--- src/design/lfd_pkg.sv ---
// shared types, constants and helper functions for the log field decoder
package lfd_pkg;

    localparam int VALUE_WIDTH_DEF      = 32;
    localparam int MAX_VARINT_BYTES_DEF = 5;
    localparam int OUT_W                = 33;
    localparam int MAX_RESULTS          = 4;
    localparam int CNT_W                = 3;

    // field encodings
    localparam logic [1:0] ENC_SVARINT = 2'd0;
    localparam logic [1:0] ENC_UVARINT = 2'd1;
    localparam logic [1:0] ENC_TAG2    = 2'd2;
    localparam logic [1:0] ENC_TAG8    = 2'd3;

    // tag2 lead selector codes
    localparam logic [1:0] LEAD_2BIT = 2'd0;
    localparam logic [1:0] LEAD_NIB  = 2'd1;
    localparam logic [1:0] LEAD_SIX  = 2'd2;
    localparam logic [1:0] LEAD_VAR  = 2'd3;

    // tag8 width codes
    localparam logic [1:0] T8_W0  = 2'd0;
    localparam logic [1:0] T8_W4  = 2'd1;
    localparam logic [1:0] T8_W8  = 2'd2;
    localparam logic [1:0] T8_W16 = 2'd3;

    typedef struct packed {
        logic [OUT_W-1:0] value;
        logic [1:0]       value_index;
        logic             last;
        logic             overflow;
    } result_t;

    typedef struct packed {
        result_t [MAX_RESULTS-1:0] res;
        logic [CNT_W-1:0]          count;
    } batch_t;

    function automatic logic [1:0] sel_code(input logic [7:0] sel, input logic [1:0] g);
        logic [7:0] sh;
        sh = sel >> {g, 1'b0};
        return sh[1:0];
    endfunction

    function automatic logic [4:0] t8_width(input logic [1:0] code);
        logic [4:0] w;
        case (code)
            T8_W0:   w = 5'd0;
            T8_W4:   w = 5'd4;
            T8_W8:   w = 5'd8;
            T8_W16:  w = 5'd16;
            default: w = 5'd0;
        endcase
        return w;
    endfunction

    function automatic logic [OUT_W-1:0] t8_sext(input logic [15:0] v, input logic [1:0] code);
        logic [OUT_W-1:0] r;
        case (code)
            T8_W4:   r = {{29{v[3]}}, v[3:0]};
            T8_W8:   r = {{25{v[7]}}, v[7:0]};
            T8_W16:  r = {{17{v[15]}}, v[15:0]};
            default: r = '0;
        endcase
        return r;
    endfunction

    // code 0..3 means 1..4 bytes
    function automatic logic [OUT_W-1:0] t2_sext(input logic [31:0] v, input logic [1:0] code);
        logic [OUT_W-1:0] r;
        case (code)
            2'd0:    r = {{25{v[7]}}, v[7:0]};
            2'd1:    r = {{17{v[15]}}, v[15:0]};
            2'd2:    r = {{9{v[23]}}, v[23:0]};
            default: r = {v[31], v};
        endcase
        return r;
    endfunction

    function automatic result_t make_result(input logic [OUT_W-1:0] v, input logic [1:0] idx,
                                            input logic lst, input logic ovf);
        result_t r;
        r.value       = v;
        r.value_index = idx;
        r.last        = lst;
        r.overflow    = ovf;
        return r;
    endfunction

endpackage

--- src/design/lfd_if.sv ---
// request channels of the log field decoder: input bytes and decoded values
interface lfd_in_if import lfd_pkg::*; ();
    logic       valid;
    logic       ready;
    logic       action;
    logic [1:0] encoding;
    logic [7:0] data_byte;

    modport source (output valid, output action, output encoding, output data_byte,
                    input ready);
    modport sink   (input valid, input action, input encoding, input data_byte,
                    output ready);
endinterface

interface lfd_out_if import lfd_pkg::*; ();
    logic                    valid;
    logic                    ready;
    logic signed [OUT_W-1:0] value;
    logic [1:0]              value_index;
    logic                    last;
    logic                    overflow;

    modport source (output valid, output value, output value_index, output last,
                    output overflow, input ready);
    modport sink   (input valid, input value, input value_index, input last,
                    input overflow, output ready);
endinterface

--- src/design/lfd_decoder.sv ---
// field decode state and the single-step decode of one stream byte
module lfd_decoder import lfd_pkg::*; #(
    parameter int VALUE_WIDTH      = VALUE_WIDTH_DEF,
    parameter int MAX_VARINT_BYTES = MAX_VARINT_BYTES_DEF
) (
    input  logic       clk,
    input  logic       rst_n,
    input  logic       fire,
    input  logic       action,
    input  logic [1:0] encoding,
    input  logic [7:0] data_byte,
    output batch_t     batch,
    output logic       idle
);

    localparam int ACC_W = (VALUE_WIDTH > 32) ? VALUE_WIDTH : 32;
    localparam int EXT_W = (VALUE_WIDTH > OUT_W) ? VALUE_WIDTH : OUT_W;
    localparam int BC_W  = $clog2(MAX_VARINT_BYTES + 2);

    typedef enum logic [2:0] {
        PH_IDLE, PH_VARINT, PH_T2_NIB, PH_T2_SIX, PH_T2_VAR, PH_T8_DATA
    } phase_t;

    phase_t            phase_reg, phase_next;
    logic [1:0]        enc_reg, enc_next;
    logic [ACC_W-1:0]  acc_reg, acc_next;
    logic [BC_W-1:0]   bc_reg, bc_next;
    logic [7:0]        sel_reg, sel_next;
    logic [1:0]        gi_reg, gi_next;
    logic [4:0]        bl_reg, bl_next;

    always_comb
    begin
        logic [2:0]               gi;
        logic [CNT_W-1:0]         n;
        result_t [MAX_RESULTS-1:0] res;
        logic                     do_var;
        logic                     do_skip;
        logic [3:0]               nib;
        logic [1:0]               code;
        logic [ACC_W+6:0]         grp;
        logic [VALUE_WIDTH-1:0]   u;
        logic [VALUE_WIDTH-1:0]   zz;
        logic [EXT_W-1:0]         ext;
        logic [31:0]              t2b;

        phase_next = phase_reg;
        enc_next   = enc_reg;
        acc_next   = acc_reg;
        bc_next    = bc_reg;
        sel_next   = sel_reg;
        bl_next    = bl_reg;
        gi         = {1'b0, gi_reg};
        n          = '0;
        res        = '0;
        do_var     = 1'b0;
        do_skip    = 1'b0;
        nib        = '0;
        code       = '0;
        grp        = '0;
        u          = '0;
        zz         = '0;
        ext        = '0;
        t2b        = '0;

        if (phase_reg == PH_IDLE)
        begin
            if (action)
            begin
                res[n[1:0]] = make_result('0, 2'd0, 1'b1, 1'b0);
                n = n + 3'd1;
            end
            else
            begin
                enc_next = encoding;
                acc_next = '0;
                bc_next  = '0;
                gi       = '0;
                case (encoding)
                    ENC_SVARINT, ENC_UVARINT:
                    begin
                        phase_next = PH_VARINT;
                        do_var     = 1'b1;
                    end
                    ENC_TAG2:
                    begin
                        case (data_byte[7:6])
                            LEAD_2BIT:
                            begin
                                res[0] = make_result({{31{data_byte[5]}}, data_byte[5:4]},
                                                     2'd0, 1'b0, 1'b0);
                                res[1] = make_result({{31{data_byte[3]}}, data_byte[3:2]},
                                                     2'd1, 1'b0, 1'b0);
                                res[2] = make_result({{31{data_byte[1]}}, data_byte[1:0]},
                                                     2'd2, 1'b1, 1'b0);
                                n = 3'd3;
                                phase_next = PH_IDLE;
                            end
                            LEAD_NIB:
                            begin
                                res[0] = make_result({{29{data_byte[3]}}, data_byte[3:0]},
                                                     2'd0, 1'b0, 1'b0);
                                n = 3'd1;
                                phase_next = PH_T2_NIB;
                            end
                            LEAD_SIX:
                            begin
                                res[0] = make_result({{27{data_byte[5]}}, data_byte[5:0]},
                                                     2'd0, 1'b0, 1'b0);
                                n = 3'd1;
                                gi = 3'd1;
                                phase_next = PH_T2_SIX;
                            end
                            default:
                            begin
                                sel_next   = data_byte;
                                phase_next = PH_T2_VAR;
                            end
                        endcase
                    end
                    default:
                    begin
                        sel_next = data_byte;
                        do_skip  = 1'b1;
                    end
                endcase
            end
        end
        else if (!action)
        begin
            case (phase_reg)
                PH_VARINT:
                    do_var = 1'b1;
                PH_T2_NIB:
                begin
                    res[0] = make_result({{29{data_byte[7]}}, data_byte[7:4]},
                                         2'd1, 1'b0, 1'b0);
                    res[1] = make_result({{29{data_byte[3]}}, data_byte[3:0]},
                                         2'd2, 1'b1, 1'b0);
                    n = 3'd2;
                    phase_next = PH_IDLE;
                end
                PH_T2_SIX:
                begin
                    res[0] = make_result({{27{data_byte[5]}}, data_byte[5:0]},
                                         gi[1:0], gi >= 3'd2, 1'b0);
                    n = 3'd1;
                    gi = gi + 3'd1;
                    if (gi >= 3'd3)
                        phase_next = PH_IDLE;
                end
                PH_T2_VAR:
                begin
                    code = sel_code(sel_next, gi[1:0]);
                    t2b  = 32'(data_byte) << {bc_next[1:0], 3'b000};
                    acc_next[31:0] = acc_next[31:0] | t2b;
                    bc_next = bc_next + BC_W'(1);
                    if (int'(bc_next) >= int'(code) + 1)
                    begin
                        res[0] = make_result(t2_sext(acc_next[31:0], code),
                                             gi[1:0], gi >= 3'd2, 1'b0);
                        n = 3'd1;
                        gi = gi + 3'd1;
                        acc_next = '0;
                        bc_next  = '0;
                        if (gi >= 3'd3)
                            phase_next = PH_IDLE;
                    end
                end
                PH_T8_DATA:
                begin
                    // high nibble first, then low nibble
                    for (int k = 0; k < 2; k++)
                    begin
                        nib = (k == 0) ? data_byte[7:4] : data_byte[3:0];
                        if (phase_next == PH_T8_DATA)
                        begin
                            acc_next = ACC_W'({acc_next[11:0], nib});
                            bl_next  = (bl_next >= 5'd4) ? bl_next - 5'd4 : 5'd0;
                            if (bl_next == 5'd0)
                            begin
                                code = sel_code(sel_next, gi[1:0]);
                                res[n[1:0]] = make_result(t8_sext(acc_next[15:0], code),
                                                          gi[1:0], gi >= 3'd3, 1'b0);
                                n  = n + 3'd1;
                                gi = gi + 3'd1;
                                // zero-width values follow at once
                                for (int j = 0; j < MAX_RESULTS; j++)
                                begin
                                    if (!gi[2] && sel_code(sel_next, gi[1:0]) == T8_W0)
                                    begin
                                        res[n[1:0]] = make_result('0, gi[1:0],
                                                                  gi == 3'd3, 1'b0);
                                        n  = n + 3'd1;
                                        gi = gi + 3'd1;
                                    end
                                end
                                if (gi[2])
                                    phase_next = PH_IDLE;
                                else
                                begin
                                    bl_next  = t8_width(sel_code(sel_next, gi[1:0]));
                                    acc_next = '0;
                                end
                            end
                        end
                    end
                end
                default:
                    phase_next = PH_IDLE;
            endcase
        end

        if (do_var)
        begin
            if (int'(bc_next) < MAX_VARINT_BYTES && 7 * int'(bc_next) < VALUE_WIDTH)
            begin
                grp = (ACC_W + 7)'(data_byte[6:0]) << (7 * int'(bc_next));
                acc_next[VALUE_WIDTH-1:0] = acc_next[VALUE_WIDTH-1:0] | grp[VALUE_WIDTH-1:0];
            end
            if (int'(bc_next) <= MAX_VARINT_BYTES)
                bc_next = bc_next + BC_W'(1);
            if (!data_byte[7])
            begin
                u  = acc_next[VALUE_WIDTH-1:0];
                zz = (u >> 1) ^ {VALUE_WIDTH{u[0]}};
                if (enc_next == ENC_SVARINT)
                    ext = EXT_W'(signed'(zz));
                else
                    ext = EXT_W'(u);
                res[0] = make_result(ext[OUT_W-1:0], 2'd0, 1'b1,
                                     int'(bc_next) > MAX_VARINT_BYTES);
                n = 3'd1;
                phase_next = PH_IDLE;
            end
        end

        if (do_skip)
        begin
            for (int j = 0; j < MAX_RESULTS; j++)
            begin
                if (!gi[2] && sel_code(sel_next, gi[1:0]) == T8_W0)
                begin
                    res[n[1:0]] = make_result('0, gi[1:0], gi == 3'd3, 1'b0);
                    n  = n + 3'd1;
                    gi = gi + 3'd1;
                end
            end
            if (gi[2])
                phase_next = PH_IDLE;
            else
            begin
                bl_next    = t8_width(sel_code(sel_next, gi[1:0]));
                acc_next   = '0;
                phase_next = PH_T8_DATA;
            end
        end

        gi_next     = gi[1:0];
        batch.res   = res;
        batch.count = n;
    end

    assign idle = (phase_reg == PH_IDLE);

    always_ff @(posedge clk or negedge rst_n)
    begin
        if (!rst_n)
        begin
            phase_reg <= PH_IDLE;
            enc_reg   <= '0;
            acc_reg   <= '0;
            bc_reg    <= '0;
            sel_reg   <= '0;
            gi_reg    <= '0;
            bl_reg    <= '0;
        end
        else if (fire)
        begin
            phase_reg <= phase_next;
            enc_reg   <= enc_next;
            acc_reg   <= acc_next;
            bc_reg    <= bc_next;
            sel_reg   <= sel_next;
            gi_reg    <= gi_next;
            bl_reg    <= bl_next;
        end
    end

endmodule

--- src/design/lfd_result_queue.sv ---
// result register bank that hands out the values of one byte in order
module lfd_result_queue import lfd_pkg::*; (
    input  logic       clk,
    input  logic       rst_n,
    input  logic       load,
    input  batch_t     batch,
    output logic       free,
    lfd_out_if.source  outbound
);

    result_t [MAX_RESULTS-1:0] entries_reg;
    logic [CNT_W-1:0]          remain_reg;
    logic [1:0]                ptr_reg;
    logic                      take;
    result_t                   head;

    assign head               = entries_reg[ptr_reg];
    assign outbound.valid       = (remain_reg != '0);
    assign outbound.value       = head.value;
    assign outbound.value_index = head.value_index;
    assign outbound.last        = head.last;
    assign outbound.overflow    = head.overflow;

    assign take = outbound.valid && outbound.ready;
    assign free = (remain_reg == '0) || (remain_reg == CNT_W'(1) && take);

    always_ff @(posedge clk or negedge rst_n)
    begin
        if (!rst_n)
        begin
            remain_reg <= '0;
            ptr_reg    <= '0;
        end
        else if (load)
        begin
            remain_reg <= batch.count;
            ptr_reg    <= '0;
        end
        else if (take)
        begin
            remain_reg <= remain_reg - CNT_W'(1);
            ptr_reg    <= ptr_reg + 2'd1;
        end
    end

    always_ff @(posedge clk)
    begin
        if (load)
            entries_reg <= batch.res;
    end

endmodule

--- src/design/log_field_decoder_core.sv ---
// top level of the log field decoder: input register, decode step, result bank
// Decodes a log byte stream one field at a time. Each request carries one byte
// (or a null action); the field encoding is sampled on the first byte of a field
// and held until the field ends: signed (zigzag) varint, unsigned varint,
// tag2_3s32 or tag8_4s16. Each decoded value leaves as one output request with
// its position in the field group, a last flag, and an overflow flag for varints
// longer than MAX_VARINT_BYTES. A byte is taken into an input register, decoded
// in a single pass against the field state, and its results (zero to four) are
// loaded into a result register bank that hands them out one per cycle while
// the output is ready. Bytes flow at one per cycle while each yields at most one
// value and the output is ready; a byte with more values holds the next byte
// until the single output port of the bank hands out its last one. A byte waits
// in the input register while the bank is busy. A null action at field start
// yields one zero value; a null inside a field is consumed without a value.
module log_field_decoder_core import lfd_pkg::*; #(
    parameter int VALUE_WIDTH      = VALUE_WIDTH_DEF,
    parameter int MAX_VARINT_BYTES = MAX_VARINT_BYTES_DEF
) (
    input  logic      clk,
    input  logic      rst_n,
    lfd_in_if.sink    inbound,
    lfd_out_if.source outbound
);

    // input register
    logic       in_valid_reg;
    logic       action_reg;
    logic [1:0] encoding_reg;
    logic [7:0] data_byte_reg;

    logic   step_fire;
    logic   buf_free;
    logic   dec_idle;
    batch_t batch;

    // a held byte is decoded once the result bank can take all its values
    assign step_fire     = in_valid_reg && buf_free;
    assign inbound.ready = !in_valid_reg || step_fire;

    always_ff @(posedge clk or negedge rst_n)
    begin
        if (!rst_n)
            in_valid_reg <= 1'b0;
        else if (inbound.ready)
            in_valid_reg <= inbound.valid;
    end

    always_ff @(posedge clk)
    begin
        if (inbound.valid && inbound.ready)
        begin
            action_reg    <= inbound.action;
            encoding_reg  <= inbound.encoding;
            data_byte_reg <= inbound.data_byte;
        end
    end

    // field state and the decode of one byte
    lfd_decoder #(
        .VALUE_WIDTH      (VALUE_WIDTH),
        .MAX_VARINT_BYTES (MAX_VARINT_BYTES)
    ) u_decoder (
        .clk       (clk),
        .rst_n     (rst_n),
        .fire      (step_fire),
        .action    (action_reg),
        .encoding  (encoding_reg),
        .data_byte (data_byte_reg),
        .batch     (batch),
        .idle      (dec_idle)
    );

    // values of one byte, handed out in order
    lfd_result_queue u_result_queue (
        .clk      (clk),
        .rst_n    (rst_n),
        .load     (step_fire),
        .batch    (batch),
        .free     (buf_free),
        .outbound (outbound)
    );

    // overflow only ever marks the single value of a varint field
    a_overflow_single: assert property (@(posedge clk) disable iff (!rst_n)
        outbound.valid && outbound.overflow |-> outbound.last && outbound.value_index == 2'd0)
        else $error("overflow on a value that is not a varint result");

    // the input side only stalls on a held byte that the result bank cannot take
    a_stall_cause: assert property (@(posedge clk) disable iff (!rst_n)
        !inbound.ready |-> in_valid_reg && !buf_free)
        else $error("input stalled without a pending byte");

    // a null request at field start yields exactly one value
    a_null_start: assert property (@(posedge clk) disable iff (!rst_n)
        step_fire && dec_idle && action_reg |-> batch.count == CNT_W'(1))
        else $error("null at field start did not yield one value");

endmodule
--- src/flat_wrapper.sv ---
// flat-port wrapper written by rule: the top's interface ports become plain ports
module log_field_decoder_core_flat import lfd_pkg::*;
#(
    parameter int VALUE_WIDTH      = VALUE_WIDTH_DEF,
    parameter int MAX_VARINT_BYTES = MAX_VARINT_BYTES_DEF
)
  (clk, rst_n, inbound_valid, inbound_action, inbound_encoding, inbound_data_byte, inbound_ready, outbound_valid, outbound_value, outbound_value_index, outbound_last, outbound_overflow, outbound_ready);
  lfd_in_if inbound_i ();
  lfd_out_if outbound_i ();
  input  logic clk;
  input  logic rst_n;
  input wire logic [$bits(inbound_i.valid)-1:0] inbound_valid;
  input wire logic [$bits(inbound_i.action)-1:0] inbound_action;
  input wire logic [$bits(inbound_i.encoding)-1:0] inbound_encoding;
  input wire logic [$bits(inbound_i.data_byte)-1:0] inbound_data_byte;
  output wire logic [$bits(inbound_i.ready)-1:0] inbound_ready;
  output wire logic [$bits(outbound_i.valid)-1:0] outbound_valid;
  output wire logic [$bits(outbound_i.value)-1:0] outbound_value;
  output wire logic [$bits(outbound_i.value_index)-1:0] outbound_value_index;
  output wire logic [$bits(outbound_i.last)-1:0] outbound_last;
  output wire logic [$bits(outbound_i.overflow)-1:0] outbound_overflow;
  input wire logic [$bits(outbound_i.ready)-1:0] outbound_ready;
  assign inbound_i.valid = inbound_valid;
  assign inbound_i.action = inbound_action;
  assign inbound_i.encoding = inbound_encoding;
  assign inbound_i.data_byte = inbound_data_byte;
  assign inbound_ready = inbound_i.ready;
  assign outbound_valid = outbound_i.valid;
  assign outbound_value = outbound_i.value;
  assign outbound_value_index = outbound_i.value_index;
  assign outbound_last = outbound_i.last;
  assign outbound_overflow = outbound_i.overflow;
  assign outbound_i.ready = outbound_ready;
  log_field_decoder_core #(.VALUE_WIDTH(VALUE_WIDTH), .MAX_VARINT_BYTES(MAX_VARINT_BYTES)) u_core (.clk(clk), .rst_n(rst_n), .inbound(inbound_i), .outbound(outbound_i));
endmodule
--- config.mk ---
export PLATFORM = sky130hd
export DESIGN_NAME = log_field_decoder_core_flat
export DESIGN_NICKNAME = d
export VERILOG_FILES = /design/src/design/lfd_pkg.sv /design/src/design/lfd_if.sv /design/src/design/lfd_decoder.sv /design/src/design/lfd_result_queue.sv /design/src/design/log_field_decoder_core.sv /design/src/flat_wrapper.sv
export SDC_FILE = /design/constraint.sdc
export NUM_CORES = 1
export LEC_CHECK = 0
export ABC_AREA = 1
export BUFFER_PORTS_ARGS = -buffer_cell sky130_fd_sc_hd__buf_2
export CORE_AREA = 2 2 227 229
export CTS_CLUSTER_DIAMETER = 120
export DETAILED_ROUTE_END_ITERATION = 7
export DIE_AREA = 0 0 229 231
export SETUP_SLACK_MARGIN = 0.02
export SYNTH_ARGS = -nofsm -noshare
export SYNTH_HDL_FRONTEND = slang
export SYNTH_HIERARCHICAL = 1
export SYNTH_SLANG_ARGS = --single-unit
export TNS_END_PERCENT = 10
--- constraint.sdc ---
create_clock -name clk -period 30.9 [get_ports clk]
set_clock_uncertainty 0.2 [all_clocks]
set_input_delay 1.545 -clock clk [delete_from_list [all_inputs] [get_ports clk]]
set_output_delay 1.545 -clock clk [all_outputs]
set_load 0.02 [all_outputs]
== Word level (Yosys, flattened, before mapping) ==
Cells that the tools add are included.

* Input bits: 15
* Register bits: 220
* Logic and storage cells: 549
* Output and inout bits: 39

* Multipliers: 1
* Bitwise gates (word level): 3
* $lt $le $gt $ge: 36
* Mux-type cells: 317
* Shift operators: 19
* Reduce and logical (&&, ||, !) cells: 73
* $add $sub $neg: 33
* Equal/unequal tests: 38

{| class="wikitable"
|+ Operators by type and width
! cell !! number
|-
| $mux 148 || 45
|-
| $bwmux 148 || 12
|-
| $demux 37 s2 || 12
|-
| $mux 37 || 22
|-
| $mux 3 || 140
|-
| $mux 33 || 10
|-
| $mux 32 || 10
|-
| $pmux 33 s3 || 3
|-
| $mux 111 || 2
|-
| $mux 74 || 3
|-
| $pmux 37 s4 || 1
|-
| $shr 8x3->2 || 17
|-
| $pmux 37 s3 || 1
|-
| $add 3x1->3 const B || 27
|-
| $mux 5 || 15
|-
| $bmux 37 s2 || 1
|-
| $pmux 37 s2 || 1
|-
| $mux 16 || 4
|-
| $or 32x32->32 || 2
|-
| $pmux 32 s2 || 1
|-
| $pmux 5 s4 || 3
|-
| $eq 3x2->1 const B || 14
|-
| $lt 2x3->1 const B || 13
|-
| $logic_not 2->1 || 19
|-
| other kinds (39) || 142
|}

== Logic depth before layout (Yosys ltp) ==
Gate-level depths: netlist of the first run.

* Depth in word-level cells: 106
* Mapped depth: 85
* Mapped depth without buffers: 83

== By module ==
The synthesis of the first run kept the hierarchy.

{| class="wikitable"
|+ By module, submodules not included
! module !! seq. area each (um^2) !! instances !! cells each !! area each (um^2)
|-
| lfd_decoder || 1376.3 || 1 || 2338 || 13857.0
|-
| lfd_result_queue || 4569.4 || 1 || 399 || 5818.1
|-
| log_field_decoder_core || 355.3 || 1 || 19 || 382.9
|}

== Worst setup path after synthesis of the first run ==
Ideal clock, no wire load.

* Kind: register -> register
* Start point: register u_core.u_decoder.gi_reg[0]
* End point: register u_core.u_result_queue.remain_reg[2]
* Path slack: 20084 ps
* Path buffers: 4
* Period minus slack after synthesis: 10816 ps
* Required time: 30633 ps
* Cell stages (with the launch flop): 75
* Setup time: 67 ps
* Arrival time: 10548 ps
* Cells stage by stage: dfrtp_1 buf_4 inv_1 clkbuf_1 ha_1 inv_2 nand2_1 nor2_1 nor2_4 nand2_4 nand2_4 inv_1 ha_1 inv_1 nand2_1 o21ai_0 inv_1 nand3_1 [... 39 more ...] inv_1 nand4_4 nand2_2 inv_1 ha_1 ha_1 o21ai_1 inv_2 nand3_4 inv_2 nand2_2 xor2_1 nand2_1 nand2_1 nand2_1 nand2_1 nand2_1 nand2_1

{| class="wikitable"
|+ RTL lines
! what !! RTL line !! text
|-
| from (decl) || lfd_decoder.sv:29 || <nowiki>logic [1:0] gi_reg, gi_next;</nowiki>
|-
| from (signal assigned) || lfd_decoder.sv:285 || <nowiki>gi_reg <= gi_next;</nowiki>
|-
| to (signal assigned) || lfd_result_queue.sv:36 || <nowiki>remain_reg <= batch.count;</nowiki>
|-
| to (signal assigned) || lfd_result_queue.sv:41 || <nowiki>remain_reg <= remain_reg - CNT_W'(1);</nowiki>
|-
| to (decl) || lfd_result_queue.sv:12 || <nowiki>logic [CNT_W-1:0] remain_reg;</nowiki>
|}

== Final worst setup path of the first run ==
* Start point: register u_core.u_decoder.gi_reg[0]
* End point: register u_core.u_decoder.bl_reg[3]

* Longest elaborated chain between the ends: 104
* Elaborated cells between the ends (all ways): 169
* Those cells by class: add/sub (16); order compare (2); eq/ne (10); shift (16); mux (85); reduce/logical (40)

{| class="wikitable"
|+ RTL lines
! what !! RTL line !! text
|-
| $add 2x1->3 || lfd_decoder.sv:148, lfd_decoder.sv:163, lfd_decoder.sv:186 ||
|-
| $shr 8x3->2 || lfd_pkg.sv:42 || <nowiki>sh = sel >> {g, 1'b0};</nowiki>
|-
| $logic_not 2->1 || lfd_decoder.sv:190 || <nowiki>if (!gi[2] && sel_code(sel_next, gi[1:0]) == T8_W0)</nowiki>
|-
| $logic_and 1x1->1 || lfd_decoder.sv:190 ||
|-
| $mux 3 || lfd_decoder.sv:190 ||
|-
| $mux 3 || lfd_decoder.sv:180 || <nowiki>if (bl_next == 5'd0)</nowiki>
|-
| $mux 3 || lfd_decoder.sv:131 || <nowiki>case (phase_reg)</nowiki>
|-
| $mux 3 || lfd_decoder.sv:129 || <nowiki>else if (!action)</nowiki>
|-
| [... 88 more ...] || - ||
|-
| $logic_and 1x1->1 || lfd_decoder.sv:242 || <nowiki>if (!gi[2] && sel_code(sel_next, gi[1:0]) == T8_W0)</nowiki>
|-
| $mux 3 || lfd_decoder.sv:242 ||
|-
| $mux 3 || lfd_decoder.sv:238 || <nowiki>if (do_skip)</nowiki>
|-
| $shr 8x3->2 || lfd_pkg.sv:42 ||
|-
| $eq 2x2->1 (tied with other cells) || lfd_pkg.sv:48 || <nowiki>case (code)</nowiki>
|-
| $pmux 5 s4 || lfd_pkg.sv:48 ||
|-
| $mux 5 || lfd_decoder.sv:249 || <nowiki>if (gi[2])</nowiki>
|-
| $mux 5 * || lfd_decoder.sv:238 ||
|-
| to (signal assigned) || lfd_decoder.sv:286 || <nowiki>bl_reg <= bl_next;</nowiki>
|-
| to (decl) || lfd_decoder.sv:30 || <nowiki>logic [4:0] bl_reg, bl_next;</nowiki>
|}

Mark *: on every way between the ends. The rest lies on a longest branch, timed or not. The select of a mux whose other input is x is not followed.
A chain may end at the register's enable or synchronous reset.

==> impl_results.html, run 1 <==
<table>
<tr><th>Metric</th><th>Value</th></tr>
<tr><th colspan="2">GRT</th></tr>
<tr><td>Antenna violations before repair</td><td>0</td></tr>
<tr><td>Total global routing track utilization</td><td>0.276</td></tr>
<tr><td>Pin count of the biggest net entering global routing</td><td>between 80 and 90</td></tr>
<tr><td>Global-route wire length before repair</td><td>115,000 um</td></tr>
<tr><td>Total congestion overflow</td><td>0</td></tr>
<tr><td>Vias in the first global route</td><td>19,400</td></tr>
<tr><th colspan="2">Synthesis</th></tr>
<tr><td>Post-synthesis async set-or-reset flop share</td><td>0.277</td></tr>
<tr><td>Post-synth EDFFs</td><td>159</td></tr>
<tr><td>Dominant register cell in the synthesized netlist</td><td>edfxtp_1</td></tr>
<tr><td>Compound-gate portion of the synthesized area</td><td>0.244</td></tr>
<tr><td>Top cells by area in the synthesized netlist</td><td>edfxtp_1 (24%), nand2_1 (10%), o21ai_0 (8.1%)</td></tr>
<tr><td>Average cell area after synthesis</td><td>7.28 sq um</td></tr>
<tr><td>Combinational family with the most area after synthesis</td><td>simple AND/OR/NAND/NOR gates</td></tr>
<tr><td>Number of register bits inferred by synthesis</td><td>220</td></tr>
<tr><td>Netlist Area Pre-Place</td><td>20,100 sq um</td></tr>
<tr><td>Post-synthesis xor/xnor area fraction</td><td>0.0188</td></tr>
<tr><td>Distinct cells, synth</td><td>66</td></tr>
<tr><td>Area share of the largest cell type after synthesis</td><td>0.238</td></tr>
<tr><td>Cell count after synthesis</td><td>2,756</td></tr>
<tr><td>Total of warnings raised by yosys</td><td>6</td></tr>
<tr><td>Register area share after synthesis</td><td>0.314</td></tr>
<tr><td>Simple-Gate Fraction of Synth Area</td><td>0.254</td></tr>
<tr><td>Mux cell area share after synthesis</td><td>0.00262</td></tr>
<tr><td>Adder-cell share of the synthesized area</td><td>0.0650</td></tr>
<tr><td>Cell type with the largest total area after synthesis</td><td>edfxtp_1</td></tr>
<tr><th colspan="2">Setup path</th></tr>
<tr><td>CP startpoint</td><td>u_core/u_decoder/gi_reg[0]</td></tr>
<tr><td>Critical Path Source Type</td><td>flip-flop</td></tr>
<tr><td>Gate family responsible for the most delay along the worst path</td><td>adder cells</td></tr>
<tr><td>Number of buffers and inverters on the critical path</td><td>14</td></tr>
<tr><td>Worst setup EP type</td><td>flip-flop</td></tr>
<tr><td>Library cell appearing most often on the critical path</td><td>ha_1</td></tr>
<tr><td>Critical path type</td><td>reg -&gt; reg</td></tr>
<tr><td>Required time of the critical path</td><td>approximately 31 ns</td></tr>
<tr><td>Max stage delay cell, worst path</td><td>nor2_1</td></tr>
<tr><td>Maximum fanout count along the critical path</td><td>15</td></tr>
<tr><td>Data arrival time of the worst path</td><td>between 10 and 15 ns</td></tr>
<tr><td>Critical register-to-register path startpoint</td><td>u_core/u_decoder/gi_reg[0]</td></tr>
<tr><td>Largest stage delay on the critical path</td><td>0.68 ns</td></tr>
<tr><th colspan="2">Route</th></tr>
<tr><td>First-pass DRT Iterations</td><td>6</td></tr>
<tr><td>Number of vias in the routed layout</td><td>20,000</td></tr>
<tr><td>Number of vias per cell after detailed routing</td><td>5.89</td></tr>
<tr><td>Per-cell routed wire length</td><td>21.8 um</td></tr>
<tr><td>DRC violations left</td><td>0</td></tr>
<tr><td>Number of nets with antenna violations after routing</td><td>0</td></tr>
<tr><td>Iteration-0 DRC count of the detailed router</td><td>2,121</td></tr>
<tr><td>Final Routed Wirelength</td><td>74,000 um</td></tr>
<tr><th colspan="2">Clocking</th></tr>
<tr><td>Clock insertion delay at the later pin of the skew report</td><td>0.59 ns</td></tr>
<tr><td>Cells resized by post-CTS repair</td><td>0</td></tr>
<tr><td>TritonCTS buffer count</td><td>27</td></tr>
<tr><td>Root Buffer Master</td><td>clkbuf_16</td></tr>
<tr><td>Number of levels in the clock H-tree</td><td>1</td></tr>
<tr><td>Clock Pin Slew Worst Setup and Hold Paths</td><td>0.06 ns</td></tr>
<tr><td>Number of buffers added to fix hold violations after cts</td><td>0</td></tr>
<tr><td>Clock buffer depth</td><td>3</td></tr>
<tr><td>Buffer count from post-CTS setup fixing</td><td>0</td></tr>
<tr><td>Clock tree from TritonCTS</td><td>yes</td></tr>
<tr><td>CTS Sinks</td><td>220</td></tr>
<tr><th colspan="2">Outcome</th></tr>
<tr><td>Status</td><td>complete, no violations</td></tr>
<tr><th colspan="2">Placed design</th></tr>
<tr><td>Weighted congestion at the end of routability-driven global placement</td><td>1.00</td></tr>
<tr><td>Placement Cell Area</td><td>20,500 sq um</td></tr>
<tr><td>Count of buffers from port buffering</td><td>53</td></tr>
<tr><td>Detailed placement HPWL</td><td>roughly 55,000 um</td></tr>
<tr><th colspan="2">Final layout</th></tr>
<tr><td>Flip-flop count of the largest register after layout</td><td>148</td></tr>
<tr><td>Number of antenna cells inserted</td><td>0</td></tr>
<tr><td>Synthesis-to-layout area growth</td><td>6.17%</td></tr>
<tr><td>Share of the core filled with cells in the final layout</td><td>0.420</td></tr>
<tr><td>Net total in the final layout</td><td>2,810</td></tr>
<tr><td>Fraction of final layout cells sized beyond drive strength 1</td><td>0.109</td></tr>
<tr><td>Final design instance area without fill</td><td>21,300 sq um</td></tr>
<tr><th colspan="2">STA</th></tr>
<tr><td>Sum of negative setup slack</td><td>0 ns</td></tr>
<tr><td>Crit share post-route</td><td>0.433</td></tr>
<tr><td>Highest clock frequency the design can meet</td><td>0.0748 GHz</td></tr>
<tr><td>Count of final setup violators</td><td>0</td></tr>
<tr><td>Fin. max-slew vios</td><td>0</td></tr>
<tr><td>Relative slew slack</td><td>0.277</td></tr>
<tr><td>Final period demand of the worst path</td><td>13.38 ns</td></tr>
<tr><td>Slew at the pin with the worst max-slew slack</td><td>1.08 ns</td></tr>
<tr><td>Final Hold Fails</td><td>0</td></tr>
<tr><td>Setup repair after global routing missed its margin</td><td>no</td></tr>
<tr><th colspan="2">Die</th></tr>
<tr><td>Initial core utilization</td><td>0.396</td></tr>
<tr><td>I/O pin total</td><td>54</td></tr>
<tr><td>Die outline width</td><td>between 200 and 250 um</td></tr>
<tr><td>Row cnt</td><td>83</td></tr>
<tr><td>Core area</td><td>50,700 sq um</td></tr>
<tr><td>Chip Height</td><td>231 um</td></tr>
<tr><td>Area of the die</td><td>52,900 sq um</td></tr>
<tr><th colspan="2">Job</th></tr>
<tr><td>Max-cap violations</td><td>0</td></tr>
<tr><th colspan="2">Worst hold path</th></tr>
<tr><td>Worst Min Path Start</td><td>u_core/u_decoder/enc_reg[0]</td></tr>
<tr><td>Hold WC Path Type</td><td>reg -&gt; reg</td></tr>
</table>
path summary, 6_finish.rpt:
kind	depth (start not counted)	slack, ns	end
worst max-delay path	64	17.52	u_core/u_decoder/bl_reg[3]
worst min-delay path	2	0.28	u_core/u_decoder/enc_reg[0]
worst max register to register	64	17.52	u_core/u_decoder/bl_reg[3]
worst min register to register	2	0.28	u_core/u_decoder/enc_reg[0]
max in group asynchronous	2	28.80	u_core/u_result_queue/ptr_reg[0]
min in group asynchronous	2	0.98	u_core/u_decoder/acc_reg[26]
cell type report:
type                    count  area, sq um
multi-input cells        2077        11700
inverters                 280         1080
clock inverters            10         76.3
clock buffers              40          734
flip-flops and latches    220         6300
well taps                 680          851
fillers                  5397        29400
repair buffers             86          513
metal layers:
metal | track usage | wire length [um] | up-vias
li1 | - | - | 9407
met1 | 0.374 | 31800 | 9552
met2 | 0.452 | 34000 | 860
met3 | 0.0378 | 5440 | 154
met4 | 0.0956 | 2740 | 0
met5 | 0 | 0 | -
cells by family (layout without fill, tap and decap cells):
kind of cell | after synthesis | after routing
and+or+nand+nor | 1095 | 1095
buffers and inverters | 461 | 416
muxes | 5 | 5
AOI/OAI and AO/OA | 828 | 828
xor gates and xnor gates | 43 | 43
adders and majority gates | 103 | 103
other | 1 | 3
DFF | 220 | 220
through the flow:
stage / hold WS, ns / cells / setup WS (ns)
floorplan: 0.248 / 2758 / 20.08
global placement: 0.271 / 3343 / 18.21
detailed placement: 0.270 / 3343 / 17.71
CTS: 0.285 / 3393 / 17.73
global route: 0.301 / 3393 / 16.54
finish: 0.284 / 3393 / 17.52
tightest hold or removal path, delay by kind of cell (launching register included):
family / cells / cell delay (ns)
and+or+nand+nor: 1 / 0.05
AOI/OAI and AO/OA: 1 / 0.06
DFF: 1 / 0.34
cell usage in the layout (no fill, tap or decap), types with 7 or more instances in the layout:
master     synthesis  routed
o21ai_1           39      39
buf_2              4      53
o22ai_1           74      74
inv_1            239     238
nand4_1            7       7
nand3_2           26      26
o211ai_1          67      67
nand2_1          543     543
clkinv_1          10      11
a211oi_1          10      10
xnor2_1           27      27
nand2_4           26      26
nor3_1            18      17
clkbuf_1         101      12
clkbuf_16          0      27
edfxtp_1         159     159
nor2_1           229     225
nand3_1          181     181
o31ai_1           22      21
nand3_4           12      12
a22oi_1           27      27
a21oi_1          169     168
nand2_2           33      33
o21ai_2            7       7
xor2_1            16      16
or2_2              8       8
dfrtp_1           61      60
o21ai_0          324     324
inv_2             24      24
ha_1             101     101
a31oi_1           20      20
buf_4             61      33
a32oi_1           21      21
a221oi_1           7       7
synthesized netlist by cell type (all sizes together) (18+ instances only):
master and number:
nand2 602, o21ai 371, inv 269, nor2 236
nand3 219, a21oi 172, edfxtp 159, clkbuf 104
ha 101, buf 77, o22ai 74, o211ai 68
dfrtp 61, a22oi 27, xnor2 27, o31ai 22
a32oi 21, a31oi 20, nor3 18
Power of run 1 is not shown: default switching activity piles up to over one toggle a cycle in this logic, so the estimate is an artifact.
==> run 2: changes to the inputs <==
clock period = 11.3 ns   (was 30.9 ns; I/O delays follow)
==> run 2 against run 1 <==
Against the previous run:
- count of clock-buffer cells in the layout fell by 3
- worst hold slack lost 0.26 ns
- via count grew 1.8%
- wire length increased by 0.55%
==> impl_results.html, run 2 (synthesis gave the netlist of run 1 again) <==
<table>
<tr><th>Metric</th><th>Value</th></tr>
<tr><th colspan="2">Route</th></tr>
<tr><td>Iteration-0 DRC count of the detailed router</td><td>2,087 (-1.6%)</td></tr>
<tr><td>DRC violations left</td><td>0 (unchanged)</td></tr>
<tr><td>Final Routed Wirelength</td><td>74,400 um (+0.55%)</td></tr>
<tr><td>Number of vias per cell after detailed routing</td><td>5.95 (+1.1%)</td></tr>
<tr><td>Number of vias in the routed layout</td><td>20,300 (+1.8%)</td></tr>
<tr><td>First-pass DRT Iterations</td><td>6 (unchanged)</td></tr>
<tr><td>Number of nets with antenna violations after routing</td><td>0 (unchanged)</td></tr>
<tr><td>Per-cell routed wire length</td><td>21.8 um (about the same)</td></tr>
<tr><th colspan="2">Clocking</th></tr>
<tr><td>Root Buffer Master</td><td>clkbuf_16</td></tr>
<tr><td>Number of levels in the clock H-tree</td><td>1 (unchanged)</td></tr>
<tr><td>CTS Sinks</td><td>220 (unchanged)</td></tr>
<tr><td>Clock tree from TritonCTS</td><td>yes</td></tr>
<tr><td>Clock Pin Slew Worst Setup and Hold Paths</td><td>0.07 ns (about the same)</td></tr>
<tr><td>Clock insertion delay at the later pin of the skew report</td><td>0.58 ns (about the same)</td></tr>
<tr><td>Clock buffer depth</td><td>3 (unchanged)</td></tr>
<tr><td>TritonCTS buffer count</td><td>27 (unchanged)</td></tr>
<tr><th colspan="2">Outcome</th></tr>
<tr><td>Status</td><td>complete, no violations</td></tr>
<tr><th colspan="2">Die</th></tr>
<tr><td>Initial core utilization</td><td>0.396 (unchanged)</td></tr>
<tr><td>Die outline width</td><td>229 um (unchanged)</td></tr>
<tr><td>Chip Height</td><td>231 um (unchanged)</td></tr>
<tr><td>Area of the die</td><td>52,900 sq um (unchanged)</td></tr>
<tr><td>Row cnt</td><td>83 (unchanged)</td></tr>
<tr><td>I/O pin total</td><td>54 (unchanged)</td></tr>
<tr><td>Core area</td><td>50,700 sq um (unchanged)</td></tr>
<tr><th colspan="2">Final layout</th></tr>
<tr><td>Net total in the final layout</td><td>2,832 (+0.78%)</td></tr>
<tr><td>Synthesis-to-layout area growth</td><td>7.66%</td></tr>
<tr><td>FILL cells</td><td>5,336 (-1.1%)</td></tr>
<tr><td>Number of antenna cells inserted</td><td>0 (unchanged)</td></tr>
<tr><td>Top library cells by usage in the layout, fill and taps aside</td><td>nand2_1 (542), o21ai_0 (321), inv_1 (234)</td></tr>
<tr><td>Final Non-Filler Cells</td><td>3,415 (+0.65%)</td></tr>
<tr><td>Fraction of final layout cells sized beyond drive strength 1</td><td>0.120 (+0.0112)</td></tr>
<tr><td>Flip-flop count of the largest register after layout</td><td>148 (unchanged)</td></tr>
<tr><td>Most common library cell in the layout ignoring fill and taps</td><td>nand2_1</td></tr>
<tr><th colspan="2">STA</th></tr>
<tr><td>Final period demand of the worst path</td><td>10.56 ns (-2.82 ns)</td></tr>
<tr><td>Fin. max-slew vios</td><td>0 (unchanged)</td></tr>
<tr><td>Setup repair after global routing missed its margin</td><td>no</td></tr>
<tr><td>Slew at the pin with the worst max-slew slack</td><td>1.09 ns (+0.00982 ns)</td></tr>
<tr><td>Sum of negative setup slack</td><td>0 ns (unchanged)</td></tr>
<tr><td>Final Hold Fails</td><td>0 (unchanged)</td></tr>
<tr><td>Highest clock frequency the design can meet</td><td>0.0947 GHz (+27%)</td></tr>
<tr><td>Count of final setup violators</td><td>0 (unchanged)</td></tr>
<tr><td>Relative slew slack</td><td>0.271 (-0.00656)</td></tr>
<tr><td>Crit share post-route</td><td>0.934 (+0.501)</td></tr>
<tr><th colspan="2">Placed design</th></tr>
<tr><td>Weighted congestion at the end of routability-driven global placement</td><td>0.958 (-4.2%)</td></tr>
<tr><td>Count of buffers from port buffering</td><td>53 (unchanged)</td></tr>
<tr><td># placed instances</td><td>3,358 (+0.45%)</td></tr>
<tr><td>Detailed placement HPWL</td><td>54,600 um (-0.22%)</td></tr>
<tr><th colspan="2">Setup path</th></tr>
<tr><td>Critical path type</td><td>reg -&gt; reg</td></tr>
<tr><td>Maximum fanout count along the critical path</td><td>8 (-7)</td></tr>
<tr><td>Max stage delay cell, worst path</td><td>dfrtp_1</td></tr>
<tr><td>Data arrival time of the worst path</td><td>10.75 ns (-2.93 ns)</td></tr>
<tr><td>Largest stage delay on the critical path</td><td>0.38 ns (-0.30 ns)</td></tr>
<tr><td>Library cell appearing most often on the critical path</td><td>ha_1</td></tr>
<tr><td>Worst r2r path cells</td><td>64 (unchanged)</td></tr>
<tr><td>Termination of the worst setup path</td><td>u_core/u_decoder/phase_reg[0]</td></tr>
<tr><td>RR Endpoint</td><td>u_core/u_decoder/phase_reg[0]</td></tr>
<tr><td>Worst setup EP type</td><td>flip-flop</td></tr>
<tr><td>Critical register-to-register path startpoint</td><td>u_core/u_decoder/gi_reg[0]</td></tr>
<tr><td>Critical Path Source Type</td><td>flip-flop</td></tr>
<tr><td>CP startpoint</td><td>u_core/u_decoder/gi_reg[0]</td></tr>
<tr><td>Required time of the critical path</td><td>11.50 ns (-19.70 ns)</td></tr>
<tr><td>Minimum setup slack among reg-to-reg paths</td><td>0.74 ns (-16.78 ns)</td></tr>
<tr><th colspan="2">Job</th></tr>
<tr><td>Max-cap violations</td><td>0 (unchanged)</td></tr>
<tr><th colspan="2">GRT</th></tr>
<tr><td>Pin count of the biggest net entering global routing</td><td>101 (+23%)</td></tr>
<tr><td>Vias in the first global route</td><td>19,300 (-0.34%)</td></tr>
<tr><td>Global-route wire length before repair</td><td>115,000 um (about the same)</td></tr>
<tr><td>Antenna violations before repair</td><td>1 (+1)</td></tr>
<tr><td>Total global routing track utilization</td><td>0.276 (-0.000491)</td></tr>
<tr><td>Total congestion overflow</td><td>0 (unchanged)</td></tr>
<tr><th colspan="2">Worst hold path</th></tr>
<tr><td>Hold WC Path Type</td><td>in -&gt; async</td></tr>
</table>
## run 2: layer usage
metal	GRT usage	vias up	part of all wire
met1	0.370	9705	0.42
met4	0.113	0	0.044
met2	0.445	999	0.46
li1	-	9449	-
met5	0	-	0
met3	0.0396	175	0.079
## run 2: area by class of cell
| class | count | area, sq um | share of cell area |
|---|---|---|---|
| clock inverters | 13 | 119 | 0.00550 |
| repair buffers | 108 | 703 | 0.0326 |
| flip-flops and latches | 220 | 6300 | 0.292 |
| well taps | 680 | 851 | 0.0394 |
| multi-input cells | 2077 | 11800 | 0.546 |
| clock buffers | 37 | 743 | 0.0344 |
| inverters | 280 | 1080 | 0.0499 |
## run 2: worst min-delay path by stage
stage	end	slack (ns)	cells past startpoint
after floorplan	u_core/in_valid_reg	0.07	0
after global placement	u_core/u_decoder/enc_reg[1]	0.27	2
after detailed placement	u_core/u_decoder/enc_reg[0]	0.29	2
after CTS	u_core/in_valid_reg	0.008	3
after global routing	u_core/data_byte_reg[2]	0.005	1
final	u_core/u_decoder/acc_reg[26]	0.03	2
## run 2: timing repair
action / CTS / global route
hold endpoints to repair: 5 / 0
endpoints found under the setup margin: 0 / 24
buffers inserted: 0 / 2
hold buffers: 5 / 0
resized for setup: 0 / 19
## run 2: stage by stage
step	area (sq um)	utilization	setup WS [ns]	hold WS [ns]
6_report	21600	0.426	0.744	0.0263
5_1_grt	21600	0.426	0.0518	0.00484
4_1_cts	21500	0.425	0.184	0.00835
3_5_place_dp	20600	0.407	0.217	0.286
3_3_place_gp	20600	0.407	0.570	0.269
2_1_floorplan	20100	-	0.484	0.0694
## run 2: critical path, delay by kind of cell, from the launching register on
kind                       cells  cell delay [ns]
AOI/OAI and AO/OA              5             0.91
adders and majority gates     13             3.80
buffers and inverters         14             1.33
and+or+nand+nor               32             3.72
DFF                            1             0.38
Power of run 2 is left out for the same reason.
